## config.mk

```make
export PLATFORM = sky130hd
export DESIGN_NAME = integer_to_ascii_formatter
export DESIGN_NICKNAME = d
export VERILOG_FILES = /design/src/rtl/core/itaf_pkg.sv /design/src/rtl/core/itaf_dabble_step.sv /design/src/rtl/core/integer_to_ascii_formatter.sv
export SDC_FILE = /design/constraint.sdc
export NUM_CORES = 1
export LEC_CHECK = 0
export BUFFER_PORTS_ARGS = -buffer_cell sky130_fd_sc_hd__buf_2
export CAP_MARGIN = 20
export CORE_MARGIN = 3
export CORE_UTILIZATION = 40
export CTS_CLUSTER_DIAMETER = 30
export DETAILED_ROUTE_END_ITERATION = 8
export PLACE_DENSITY = 0.53
export REMOVE_ABC_BUFFERS = 1
export SYNTH_ARGS = -nofsm -noshare
export SYNTH_HDL_FRONTEND = slang
export SYNTH_SLANG_ARGS = --single-unit
```

## constraint.sdc

```tcl
create_clock -name clk -period 7.6 [get_ports clk]
set_clock_uncertainty 0.05 [all_clocks]
set_input_delay 1.52 -clock clk [delete_from_list [all_inputs] [get_ports clk]]
set_output_delay 1.52 -clock clk [all_outputs]
set_load 0.02 [all_outputs]
```

## src/rtl/core/itaf_pkg.sv

```systemverilog
package itaf_pkg;

	// width of the number to convert
	localparam int VALUE_BITS = 32;

	// decimal digits of the largest magnitude, hex digits of the widest value
	localparam int DEC_DIGITS = (VALUE_BITS * 3) / 10 + 1;
	localparam int HEX_DIGITS = (VALUE_BITS + 3) / 4;
	localparam int NUM_DIGITS = (DEC_DIGITS > HEX_DIGITS) ? DEC_DIGITS : HEX_DIGITS;
	localparam int DIG_W      = NUM_DIGITS * 4;
	localparam int BIT_CNT_W  = $clog2(VALUE_BITS + 1);
	localparam int DIG_CNT_W  = $clog2(NUM_DIGITS + 1);

	// conversion modes
	typedef enum logic [1:0] {
		CMD_SIGNED   = 2'd0,
		CMD_UNSIGNED = 2'd1,
		CMD_HEX      = 2'd2,
		CMD_NONE     = 2'd3
	} cmd_t;

	localparam logic [7:0] CHAR_MINUS = 8'h2d;
	localparam logic [7:0] CHAR_ZERO  = 8'h30;
	localparam logic [7:0] CHAR_LOW_A = 8'h61;

	// glyph of one digit, 0-9 then a-f
	function automatic logic [7:0] digit_glyph(input logic [3:0] d);
		logic [7:0] g;
		if (d < 4'd10) begin
			g = CHAR_ZERO + {4'd0, d};
		end else begin
			g = CHAR_LOW_A + {4'd0, d - 4'd10};
		end
		return g;
	endfunction

endpackage

```

## src/rtl/core/itaf_dabble_step.sv

```systemverilog
module itaf_dabble_step (
	input  logic [itaf_pkg::DIG_W-1:0] dig,
	input  logic                       bit_in,
	output logic [itaf_pkg::DIG_W-1:0] dig_next
);
	import itaf_pkg::*;

	logic [DIG_W-1:0] adj;

	// add three to every digit of five or more, digits are independent
	always_comb begin
		for (int i = 0; i < NUM_DIGITS; i++) begin
			if (dig[i*4 +: 4] >= 4'd5) begin
				adj[i*4 +: 4] = dig[i*4 +: 4] + 4'd3;
			end else begin
				adj[i*4 +: 4] = dig[i*4 +: 4];
			end
		end
	end

	// shift the next magnitude bit in
	assign dig_next = {adj[DIG_W-2:0], bit_in};

endmodule

```

## src/rtl/core/integer_to_ascii_formatter.sv

```systemverilog
// Integer to ASCII formatter.
// Input channel (in_valid, in_stall, cmd, value): one number and a mode,
// signed decimal, unsigned decimal or lowercase hex. Mode 3 is dropped.
// Output channel (out_valid, out_stall, char_out, last): one ASCII
// character per item, most significant first, last set on the final one.
// A leading '-' comes first for a negative value in signed mode.
// Decimal: after the item is loaded, one shift-and-adjust step per cycle
// through a single BCD adjust unit, one step for each of the VALUE_BITS.
// Hex skips that unit. Leading zero digits are then dropped one per cycle,
// keeping at least one digit, then one character leaves per cycle while
// out_stall does not hold the output register.
// in_stall stays high from the accepted item until its last character is
// in the output register. The output register holds a character while
// out_stall is high and the sequencer waits on it.
// Reset (arst_n low) clears the sequencer and the output valid at once.
module integer_to_ascii_formatter (
	input  logic                            clk,
	input  logic                            arst_n,
	input  logic                            in_valid,
	output logic                            in_stall,
	input  logic [1:0]                      cmd,
	input  logic [itaf_pkg::VALUE_BITS-1:0] value,
	output logic                            out_valid,
	input  logic                            out_stall,
	output logic [7:0]                      char_out,
	output logic                            last
);
	import itaf_pkg::*;

	typedef enum logic [1:0] {
		ST_IDLE,
		ST_CONV,
		ST_SKIP,
		ST_EMIT
	} state_t;

	state_t                state_q;
	logic [VALUE_BITS-1:0] mag_q;
	logic [DIG_W-1:0]      dig_q;
	logic [BIT_CNT_W-1:0]  bit_cnt_q;
	logic [DIG_CNT_W-1:0]  dig_cnt_q;
	logic                  neg_q;
	logic                  out_valid_q;
	logic [7:0]            char_q;
	logic                  last_q;

	logic [DIG_W-1:0]      dig_step;
	logic [VALUE_BITS-1:0] mag_in;
	logic                  neg_in;
	logic [3:0]            top_dig;
	logic                  slot_free;
	logic                  emit_fire;

	// shared bcd adjust unit
	itaf_dabble_step u_step (
		.dig      (dig_q),
		.bit_in   (mag_q[VALUE_BITS-1]),
		.dig_next (dig_step)
	);

	// sign and magnitude of the incoming number
	assign neg_in    = (cmd_t'(cmd) == CMD_SIGNED) && value[VALUE_BITS-1];
	assign mag_in    = neg_in ? (~value + {{(VALUE_BITS-1){1'b0}}, 1'b1}) : value;
	assign top_dig   = dig_q[DIG_W-1 -: 4];
	assign slot_free = !out_valid_q || !out_stall;
	assign emit_fire = (state_q == ST_EMIT) && slot_free;

	assign in_stall  = (state_q != ST_IDLE);
	assign out_valid = out_valid_q;
	assign char_out  = char_q;
	assign last      = last_q;

	// sequencer and output register
	always_ff @(posedge clk or negedge arst_n) begin
		if (!arst_n) begin
			state_q     <= ST_IDLE;
			out_valid_q <= 1'b0;
			neg_q       <= 1'b0;
			bit_cnt_q   <= '0;
			dig_cnt_q   <= '0;
		end else begin
			if (emit_fire) begin
				out_valid_q <= 1'b1;
			end else if (out_valid_q && !out_stall) begin
				out_valid_q <= 1'b0;
			end
			unique case (state_q)
				ST_IDLE: begin
					if (in_valid) begin
						neg_q     <= neg_in;
						mag_q     <= mag_in;
						dig_cnt_q <= DIG_CNT_W'(NUM_DIGITS);
						bit_cnt_q <= BIT_CNT_W'(VALUE_BITS);
						unique case (cmd_t'(cmd))
							CMD_SIGNED, CMD_UNSIGNED: begin
								dig_q   <= '0;
								state_q <= ST_CONV;
							end
							CMD_HEX: begin
								dig_q   <= DIG_W'(value);
								state_q <= ST_SKIP;
							end
							default: begin
								state_q <= ST_IDLE;
							end
						endcase
					end
				end
				ST_CONV: begin
					dig_q     <= dig_step;
					mag_q     <= {mag_q[VALUE_BITS-2:0], 1'b0};
					bit_cnt_q <= bit_cnt_q - BIT_CNT_W'(1);
					if (bit_cnt_q == BIT_CNT_W'(1)) begin
						state_q <= ST_SKIP;
					end
				end
				ST_SKIP: begin
					// drop leading zeros, keep at least one digit
					if (top_dig == 4'd0 && dig_cnt_q > DIG_CNT_W'(1)) begin
						dig_q     <= {dig_q[DIG_W-5:0], 4'd0};
						dig_cnt_q <= dig_cnt_q - DIG_CNT_W'(1);
					end else begin
						state_q <= ST_EMIT;
					end
				end
				ST_EMIT: begin
					if (slot_free) begin
						if (neg_q) begin
							char_q <= CHAR_MINUS;
							last_q <= 1'b0;
							neg_q  <= 1'b0;
						end else begin
							char_q    <= digit_glyph(top_dig);
							last_q    <= (dig_cnt_q == DIG_CNT_W'(1));
							dig_q     <= {dig_q[DIG_W-5:0], 4'd0};
							dig_cnt_q <= dig_cnt_q - DIG_CNT_W'(1);
							if (dig_cnt_q == DIG_CNT_W'(1)) begin
								state_q <= ST_IDLE;
							end
						end
					end
				end
				default: begin
					state_q <= ST_IDLE;
				end
			endcase
		end
	end

endmodule
```

==> results of run 1 <==
-- worst max-delay path, cell delays in order --
cell and delay (ns):
buf_2 0.13, inv_1 0.08, ha_1 0.18, nor3b_1 0.42, nand3_2 0.31, o41ai_1 0.49
xor2_1 0.18, o21ai_1 0.07
-- Yosys cell counts, drive strengths merged (4+ instances only) --
| cell | n | area share, % |
|---|---|---|
| buf | 8 | 0.80 |
| a22oi | 23 | 2.8 |
| nor3b | 13 | 1.6 |
| nor3 | 12 | 0.99 |
| or4 | 4 | 0.56 |
| o31ai | 4 | 0.49 |
| xnor2 | 33 | 4.8 |
| nand2b | 20 | 2.1 |
| a2bb2oi | 8 | 1.2 |
| clkbuf | 19 | 1.2 |
| a211oi | 4 | 0.58 |
| nor4 | 8 | 1.4 |
| nand2 | 66 | 4.1 |
| a31oi | 11 | 1.1 |
| dfrtp | 14 | 5.8 |
| mux2i | 6 | 0.99 |
| mux2 | 11 | 2.0 |
| o21ai | 80 | 6.6 |
| inv | 36 | 2.2 |
| xor2 | 12 | 1.7 |
| edfxtp | 79 | 39 |
| nor2 | 42 | 2.6 |
| nand3 | 4 | 0.41 |
| a21oi | 43 | 3.5 |
| ha | 33 | 6.8 |
-- cells by family (layout without fill, tap and decap cells) --
kind of cell,after synthesis,in the layout
and+or+nand+nor,187,187
other,2,2
adders and majority gates,33,33
buffers and inverters,64,106
xor gates and xnor gates,45,45
DFF,93,93
AOI/OAI and AO/OA,188,188
muxes,17,17
-- cells in the final DEF (no fill, tap or decap), drive strengths merged, types with 23 or more instances in the layout --
master and count:
nor2 42, xnor2 33, buf 53, o21ai 80, a22oi 23, ha 33
nand2 66, inv 36, a21oi 43, edfxtp 79
-- cell type report --
class / count / area share, %
multi-input combinational: 472 / 45.92
clock inverter: 1 / 0.07358
clock buffer: 15 / 4.102
sequential: 93 / 40.03
timing repair buffer: 53 / 4.452
tap: 184 / 3.385
inverter: 37 / 2.042
-- report_power, final --
part	switching, uW	leakage, uW	total (uW)	internal [uW]
Sequential	160	0.000922	1010	850
Clock	196	0.000139	447	251
Combinational	725	0.00148	1210	485
Total	1080	0.00254	2670	1590
-- final timing paths --
check / endpoint / cells after the start / slack (ns)
worst max-delay path: mag_q[28] / 8 / 4.24
worst min-delay path: bit_cnt_q[1] / 2 / 0.48
worst max register to register: bit_cnt_q[5] / 8 / 4.81
worst min register to register: bit_cnt_q[1] / 2 / 0.48
max in group asynchronous: bit_cnt_q[4] / 1 / 6.19
min in group asynchronous: dig_cnt_q[2] / 1 / 1.03
-- stage by stage --
step | setup WS (ns) | power (uW) | cells | area (sq um)
2_1_floorplan | 2.216 | 1872 | 602 | 5962
3_3_place_gp | 3.911 | 2195 | 838 | 6490
3_5_place_dp | 3.908 | 2226 | 838 | 6490
4_1_cts | 4.231 | 2681 | 854 | 6774
5_1_grt | 4.031 | 2908 | 855 | 6802
6_report | 4.237 | 2668 | 855 | 6802
-- routing by layer --
metal,global-route usage (%),wire length [um],vias to the layer above
li1,-,-,2353
met3,2.803,572,13
met1,24.87,7118,2280
met5,0,0,-
met2,30.27,6849,94
met4,6.424,206,0
-- sequential cells by signal, indices dropped and copies added (netlist names) --
register and cells:
char_out 6, mag_q 32, dig_q 40, neg_q 1, dig_cnt_q 4, out_valid 1, bit_cnt_q 6, state_q 2
last 1
==> metrics.txt, run 1 <==
final hold vios=0; Startpoint Class=primary input; Starting Density=41.38%; via count=~4700; gr ovfl total=0; Fmax=0.2973 GHz; peak supply drop=roughly 0.15 mV; Synth Area in Adders=under 10%; clock-pin transition on the worst setup and hold timing paths=0.07 ns; crit path max fanout=8; crit path launch=value[0]; status=complete, no violations; floorplan core area=0.01470 sq mm; synthesized area per cell=slightly below 10 sq um; library cells used by synthesis=59; #FFs+latches synth=93; unrepaired setup endpoints after global routing=no; synth warn=0; Slew headroom=30.67%; Post-route DRC=0; die area=approximately 0.017 sq mm; Simple-Gate Fraction of Synth Area=15.88%; worst r2r src=state_q[1]; Fin Hold WS=0.4764 ns; Initial DRC Count=~310; max-slew violation count=0; clock sink total=93; pin count of the biggest net entering global routing=59; register area share after synthesis=44.76%; mux cell area share after synthesis=3.024%; Worst Hold Class=reg -> reg; first-pass detailed-route iteration total=4; share of cells above drive strength 1=14.01%; Die Span Y=129.3 um; Post-CTS Setup Inserts=0; pwr dens=around 390 mW/mm^2; post-route setup TNS=0 ns; H-Tree Depth=3; RD Place Congestion=0.8158; I/O Buffers=46; Inserted Diodes=0; CP Class=in -> reg; Die X=129.3 um; DP Wirelength=10010 um; vias in the first global route=4673; routed wire length=14750 um; endpoints failing setup=0; hold_sp=bit_cnt_q[1]; Resize count post-CTS=0; Filler Cells Inserted=1377; Mapped Cells=629; Num CTS Buffers=9; asr flop ratio synth=15.05%; initial antenna violation count=0; number of synthesized flops with an enable pin=79; Post-CTS Hold Fix Bufs=0; Worst setup EP type=flop; fin crit share=44.26%; Primary FF master, synth=edfxtp_1; Worst-Skew Late Latency=approximately 0.35 ns; IO Pins=just under 50; root buffer cell=clkbuf_16; main combinational cell family by area after synthesis=compound AO/OA/AOI/OAI gates; Longest Clk Path Bufs=2; area delta synth->final=11.83%; Synth Area in Compound Gates=18.68%; CTS tree=yes; row count=44; antenna viol nets, final=0; Total GRT Usage=18.42%; CP arrival=roughly 3.4 ns; sequential cell area=between 0.002 and 0.003 sq mm; # nets final=approximately 740; worst slew pin tran=1.037 ns; number of max-cap violations=0; Tmin final=3.363 ns; worst path required time=7.63 ns; synthesized cell area=between 0.006 and 0.007 sq mm; XOR/XNOR share of the synthesized area=under 10%; WL/cell=17.25 um; Final Core Density=a little under half; Via-to-Cell Ratio=5.544; first-pass GRT wire length=24110 um; static leakage=between 0.002 and 0.003 uW; Multi-input gate area=0.003123 sq mm
Power figures use the tool's default switching activity.
==> inputs of run 2 (changes only) <==
- PLACE_DENSITY: 0.53 -> 0.55
- clock period: 7.6 -> 3.05 ns (I/O delays scaled with it)
==> metrics.txt, run 2 (synthesis gave the netlist of run 1 again) <==
max-slew violation count=0; fin crit share=81.54%; r2r worst-path depth=7; static leakage=0.002591 uW; gr ovfl total=0; Post-CTS Hold Fix Bufs=0; Tmin final=2.487 ns; Worst Hold Class=in -> async; overall power=6751 uW; Starting Density=41.38%; die area=0.01672 sq mm; max reg flops=40; Num CTS Buffers=9; H-Tree Depth=3; vias in the first global route=4803; IO Pins=49; pwr dens=981.2 mW/mm^2; endpoints failing setup=0; Initial DRC Count=396; worst r2r src=state_q[0]; Fin Hold WS=0.1135 ns; largest register by flop count=dig_q; Final Core Density=46.81%; clock sink total=just over 90; final hold vios=0; first-pass detailed-route iteration total=6; antenna viol nets, final=0; Longest Clk Path Bufs=2; routed wire length=15120 um; most frequent cells in the layout=79 x o21ai_0, 79 x edfxtp_1, 66 x nand2_1; Worst setup EP type=flop; clock-pin transition on the worst setup and hold timing paths=0.07 ns; RD Place Congestion=0.8135; CP arrival=2.52 ns; peak supply drop=0.3583 mV; Post-CTS Setup Inserts=0; floorplan core area=0.01470 sq mm; Total GRT Usage=a little under a fifth; Fmax=0.4021 GHz; Resize count post-CTS=0; Die X=roughly 130 um; CTS tree=yes; CP Class=in -> reg; initial antenna violation count=0; worst slew pin tran=0.6043 ns; first-pass GRT wire length=between 20000 and 25000 um; worst slack, placed=about 0.16 ns; root buffer cell=clkbuf_16; setup ws final=0.5631 ns; r2r endpoint=dig_cnt_q[2]; number of max-cap violations=0; via count=approximately 5000; row count=44; DP Wirelength=10380 um; Slew headroom=59.71%; pin count of the biggest net entering global routing=a little under 60; # nets final=746; Via-to-Cell Ratio=5.649; Filler Cells Inserted=1377; area post-placement=0.006578 sq mm; reg2reg setup slack=0.69 ns; I/O Buffers=46; share of cells above drive strength 1=15.59%; Startpoint Class=primary input; WL/cell=17.50 um; area delta synth->final=13.12%; Post-Layout Inst Area=0.006880 sq mm; worst path required time=around 3.1 ns; status=complete, no violations; Post-route DRC=0; unrepaired setup endpoints after global routing=no; Worst-Skew Late Latency=roughly 0.36 ns; crit path max fanout=8; Inserted Diodes=0; Die Span Y=129.3 um; biggest regs=dig_q x40, mag_q x32
==> run 2: cell count changes in the layout (fill, tap and decap cells not counted) <==
| cell | delta |
|---|---|
| buf_4 | +9 |
| clkbuf_8 | -1 |
| clkbuf_16 | +1 |
| inv_4 | +3 |
| clkbuf_1 | -3 |
| buf_12 | +1 |
| buf_16 | -1 |
==> run 2: power by group <==
group | internal [uW] | switching, uW
logic | 1240 | 1830
registers | 2120 | 407
clock network | 653 | 507
==> run 2: metal layers <==
layer  part of all wire, %  up-vias  global-route usage, %  wire, um
met1                    46     2343                  24.80      6902
met2                    48      147                  30.85      7190
li1                      -     2370                      -         -
met4                   1.6        0                  6.177       245
met5                     0        -                      0         0
met3                   5.2       21                  3.339       784
==> run 2: critical path, cell delays in order <==
cell	delay, ns
buf_2	0.13
inv_1	0.08
ha_1	0.19
nor3b_1	0.44
nand3_2	0.31
o41ai_1	0.49
xor2_1	0.18
o21ai_1	0.07
==> run 2: how the worst max path moves through the flow <==
stage	depth (start not counted)	from	end	slack, ns
2_1_floorplan	4	dig_q[37]	dig_q[0]	-1.55
6_report	8	value[0]	mag_q[28]	0.56
3_5_place_dp	8	value[0]	mag_q[28]	0.16
4_1_cts	8	value[0]	mag_q[28]	0.53
3_3_place_gp	8	value[0]	mag_q[28]	0.24
5_1_grt	8	value[1]	mag_q[28]	0.33
==> run 2: layout make-up <==
class / instances / area [sq um] / area share, %
clock buffers: 12 / 279.0 / 4.055
clock inverters: 4 / 23.77 / 0.3455
inverters: 37 / 138.9 / 2.019
multi-input cells: 472 / 3123 / 45.39
flip-flops and latches: 93 / 2723 / 39.57
well taps: 184 / 230.2 / 3.346
repair buffers: 62 / 362.8 / 5.274
==> run 2: through the flow <==
stage | setup TNS (ns) | cells
6_report | 0 | 864
5_1_grt | 0 | 864
4_1_cts | 0 | 864
3_5_place_dp | 0 | 848
3_3_place_gp | 0 | 848
2_1_floorplan | -105.90 | 602
==> inputs of run 3 (changes only) <==
- clock period: 3.05 -> 2.2 ns (I/O delays scaled with it)
==> metrics.txt, run 3 (synthesis gave the netlist of run 1 again) <==
Filler Cells Inserted=around 1400; Worst path slowest cell=dfrtp_1; clock sink total=93; antenna viol nets, final=0; number of max-cap violations=0; Post-CTS Setup Inserts=0; H-Tree Depth=3; max-slew violation count=0; first-pass GRT wire length=25120 um; Die Span Y=about 130 um; max reg flops=40; Post-Layout Inst Area=0.007204 sq mm; Worst-Skew Late Latency=0.35 ns; DP Wirelength=10970 um; # nets final=slightly below 800; pin count of the biggest net entering global routing=41; reg2reg setup slack=about 0.13 ns; Starting Density=41.38%; RD Place Congestion=0.8477; vias in the first global route=approximately 4900; r2r worst-path depth=6; worst slack, placed=-0.2268 ns; routed wire length=15430 um; Fmax=0.4834 GHz; Inserted Diodes=0; Tmin final=2.069 ns; endpoints failing setup=0; CTS tree=yes; most frequent cells in the layout=79 x o21ai_0, 79 x edfxtp_1, 66 x nand2_1; area post-placement=0.006885 sq mm; CP Class=reg -> reg; r2r endpoint=dig_q[7]; Worst Hold Class=in -> reg; CP Capture Point=dig_q[7]; static leakage=0.002779 uW; WL/cell=17.13 um; post-route setup TNS=0 ns; crit path launch=state_q[0]; gr ovfl total=0; root buffer cell=clkbuf_16; worst path required time=between 2 and 2.5 ns; floorplan core area=0.01470 sq mm; Total GRT Usage=19.02%; biggest regs=dig_q x40, mag_q x32; Slew headroom=52.27%; first-pass detailed-route iteration total=4; row count=44; IO Pins=49; unrepaired setup endpoints after global routing=no; Initial DRC Count=350; fin crit share=94.03%; largest register by flop count=dig_q; via count=5004; CP arrival=about 2.1 ns; worst slew pin tran=0.7048 ns; I/O Buffers=between 40 and 50; crit path max fanout=40; pwr dens=around 1300 mW/mm^2; peak supply drop=0.6057 mV; Via-to-Cell Ratio=5.554; share of cells above drive strength 1=roughly a fifth; worst r2r src=state_q[0]; Num CTS Buffers=9; setup ws final=0.1313 ns; worst-path cell chain=inv_1, ha_2, nand2b_1, o21ai_0, a211oi_4, buf_12; Worst setup EP type=flop; die area=0.01672 sq mm; status=complete, no violations; Fin Hold WS=0.2788 ns; Startpoint Class=flop; clock-pin transition on the worst setup and hold timing paths=0.07 ns; Post-route DRC=0; Die X=129.3 um; area delta synth->final=18.45%; CP peak stage delay=approximately 0.42 ns; Longest Clk Path Bufs=2; final hold vios=0; initial antenna violation count=0
run 3: cell count changes in the layout (fill, tap and decap cells not counted), sizes merged:
| cell | before | now |
|---|---|---|
| buf | 62 | 98 |
| clkbuf | 12 | 11 |
| clkinv | 2 | 3 |
| clkinvlp | 0 | 1 |
| dlygate4sd3 | 0 | 1 |
| inv | 39 | 38 |
run 3: how the worst min path moves through the flow:
stage,start,end,slack [ns],depth (start not counted)
finish,in_valid,bit_cnt_q[3],0.28,2
global placement,arst_n,bit_cnt_q[0],0.24,1
floorplan,arst_n,bit_cnt_q[0],0.09,0
CTS,in_valid,bit_cnt_q[3],0.26,2
detailed placement,arst_n,bit_cnt_q[0],0.25,1
global route,in_valid,bit_cnt_q[3],0.29,2
run 3: layout make-up:
class | count | area (sq um) | area share, %
clock buffers | 11 | 264.0 | 3.664
inverters | 37 | 138.9 | 1.928
flip-flops and latches | 93 | 2723 | 37.79
clock inverters | 5 | 30.03 | 0.4168
repair buffers | 99 | 680.7 | 9.448
well taps | 184 | 230.2 | 3.196
multi-input cells | 472 | 3138 | 43.56
run 3: metrics by stage:
step                utilization [%]  cells  total power [uW]
finish                        49.01    901              9586
global route                  49.01    901             10400
CTS                           48.91    901              9671
detailed placement            46.84    884              8052
global placement              46.84    884              7906
floorplan                         -    602              6465
run 3: timing repair:
| action | in CTS | in global routing |
|---|---|---|
| endpoints found under the hold margin | 6 | 0 |
| hold buffers | 1 | 0 |
| gates resized for setup | 1 | 3 |
| endpoints found under the setup margin | 46 | 44 |
run 3: critical path, delay by kind of cell (launching register included):
kind	cells	cell delay, ns
AO/OA/AOI/OAI	2	0.51
adder cells (fa/ha/maj)	1	0.24
buffers and inverters	2	0.39
flip-flops	1	0.42
AND/OR/NAND/NOR	1	0.11
run 3: power by group:
part	internal, uW	switching [uW]
combinational	1920	2620
sequential	2930	533
clock	865	713
run 3: metal layers:
metal / track usage, % / share of wire, % / wire length (um) / vias to the layer above
li1: - / - / - / 2451
met4: 6.362 / 1.7 / 256 / 0
met3: 2.391 / 3.8 / 586 / 19
met1: 26.03 / 47 / 7219 / 2407
met5: 0 / 0 / 0 / -
met2: 31.37 / 48 / 7369 / 127
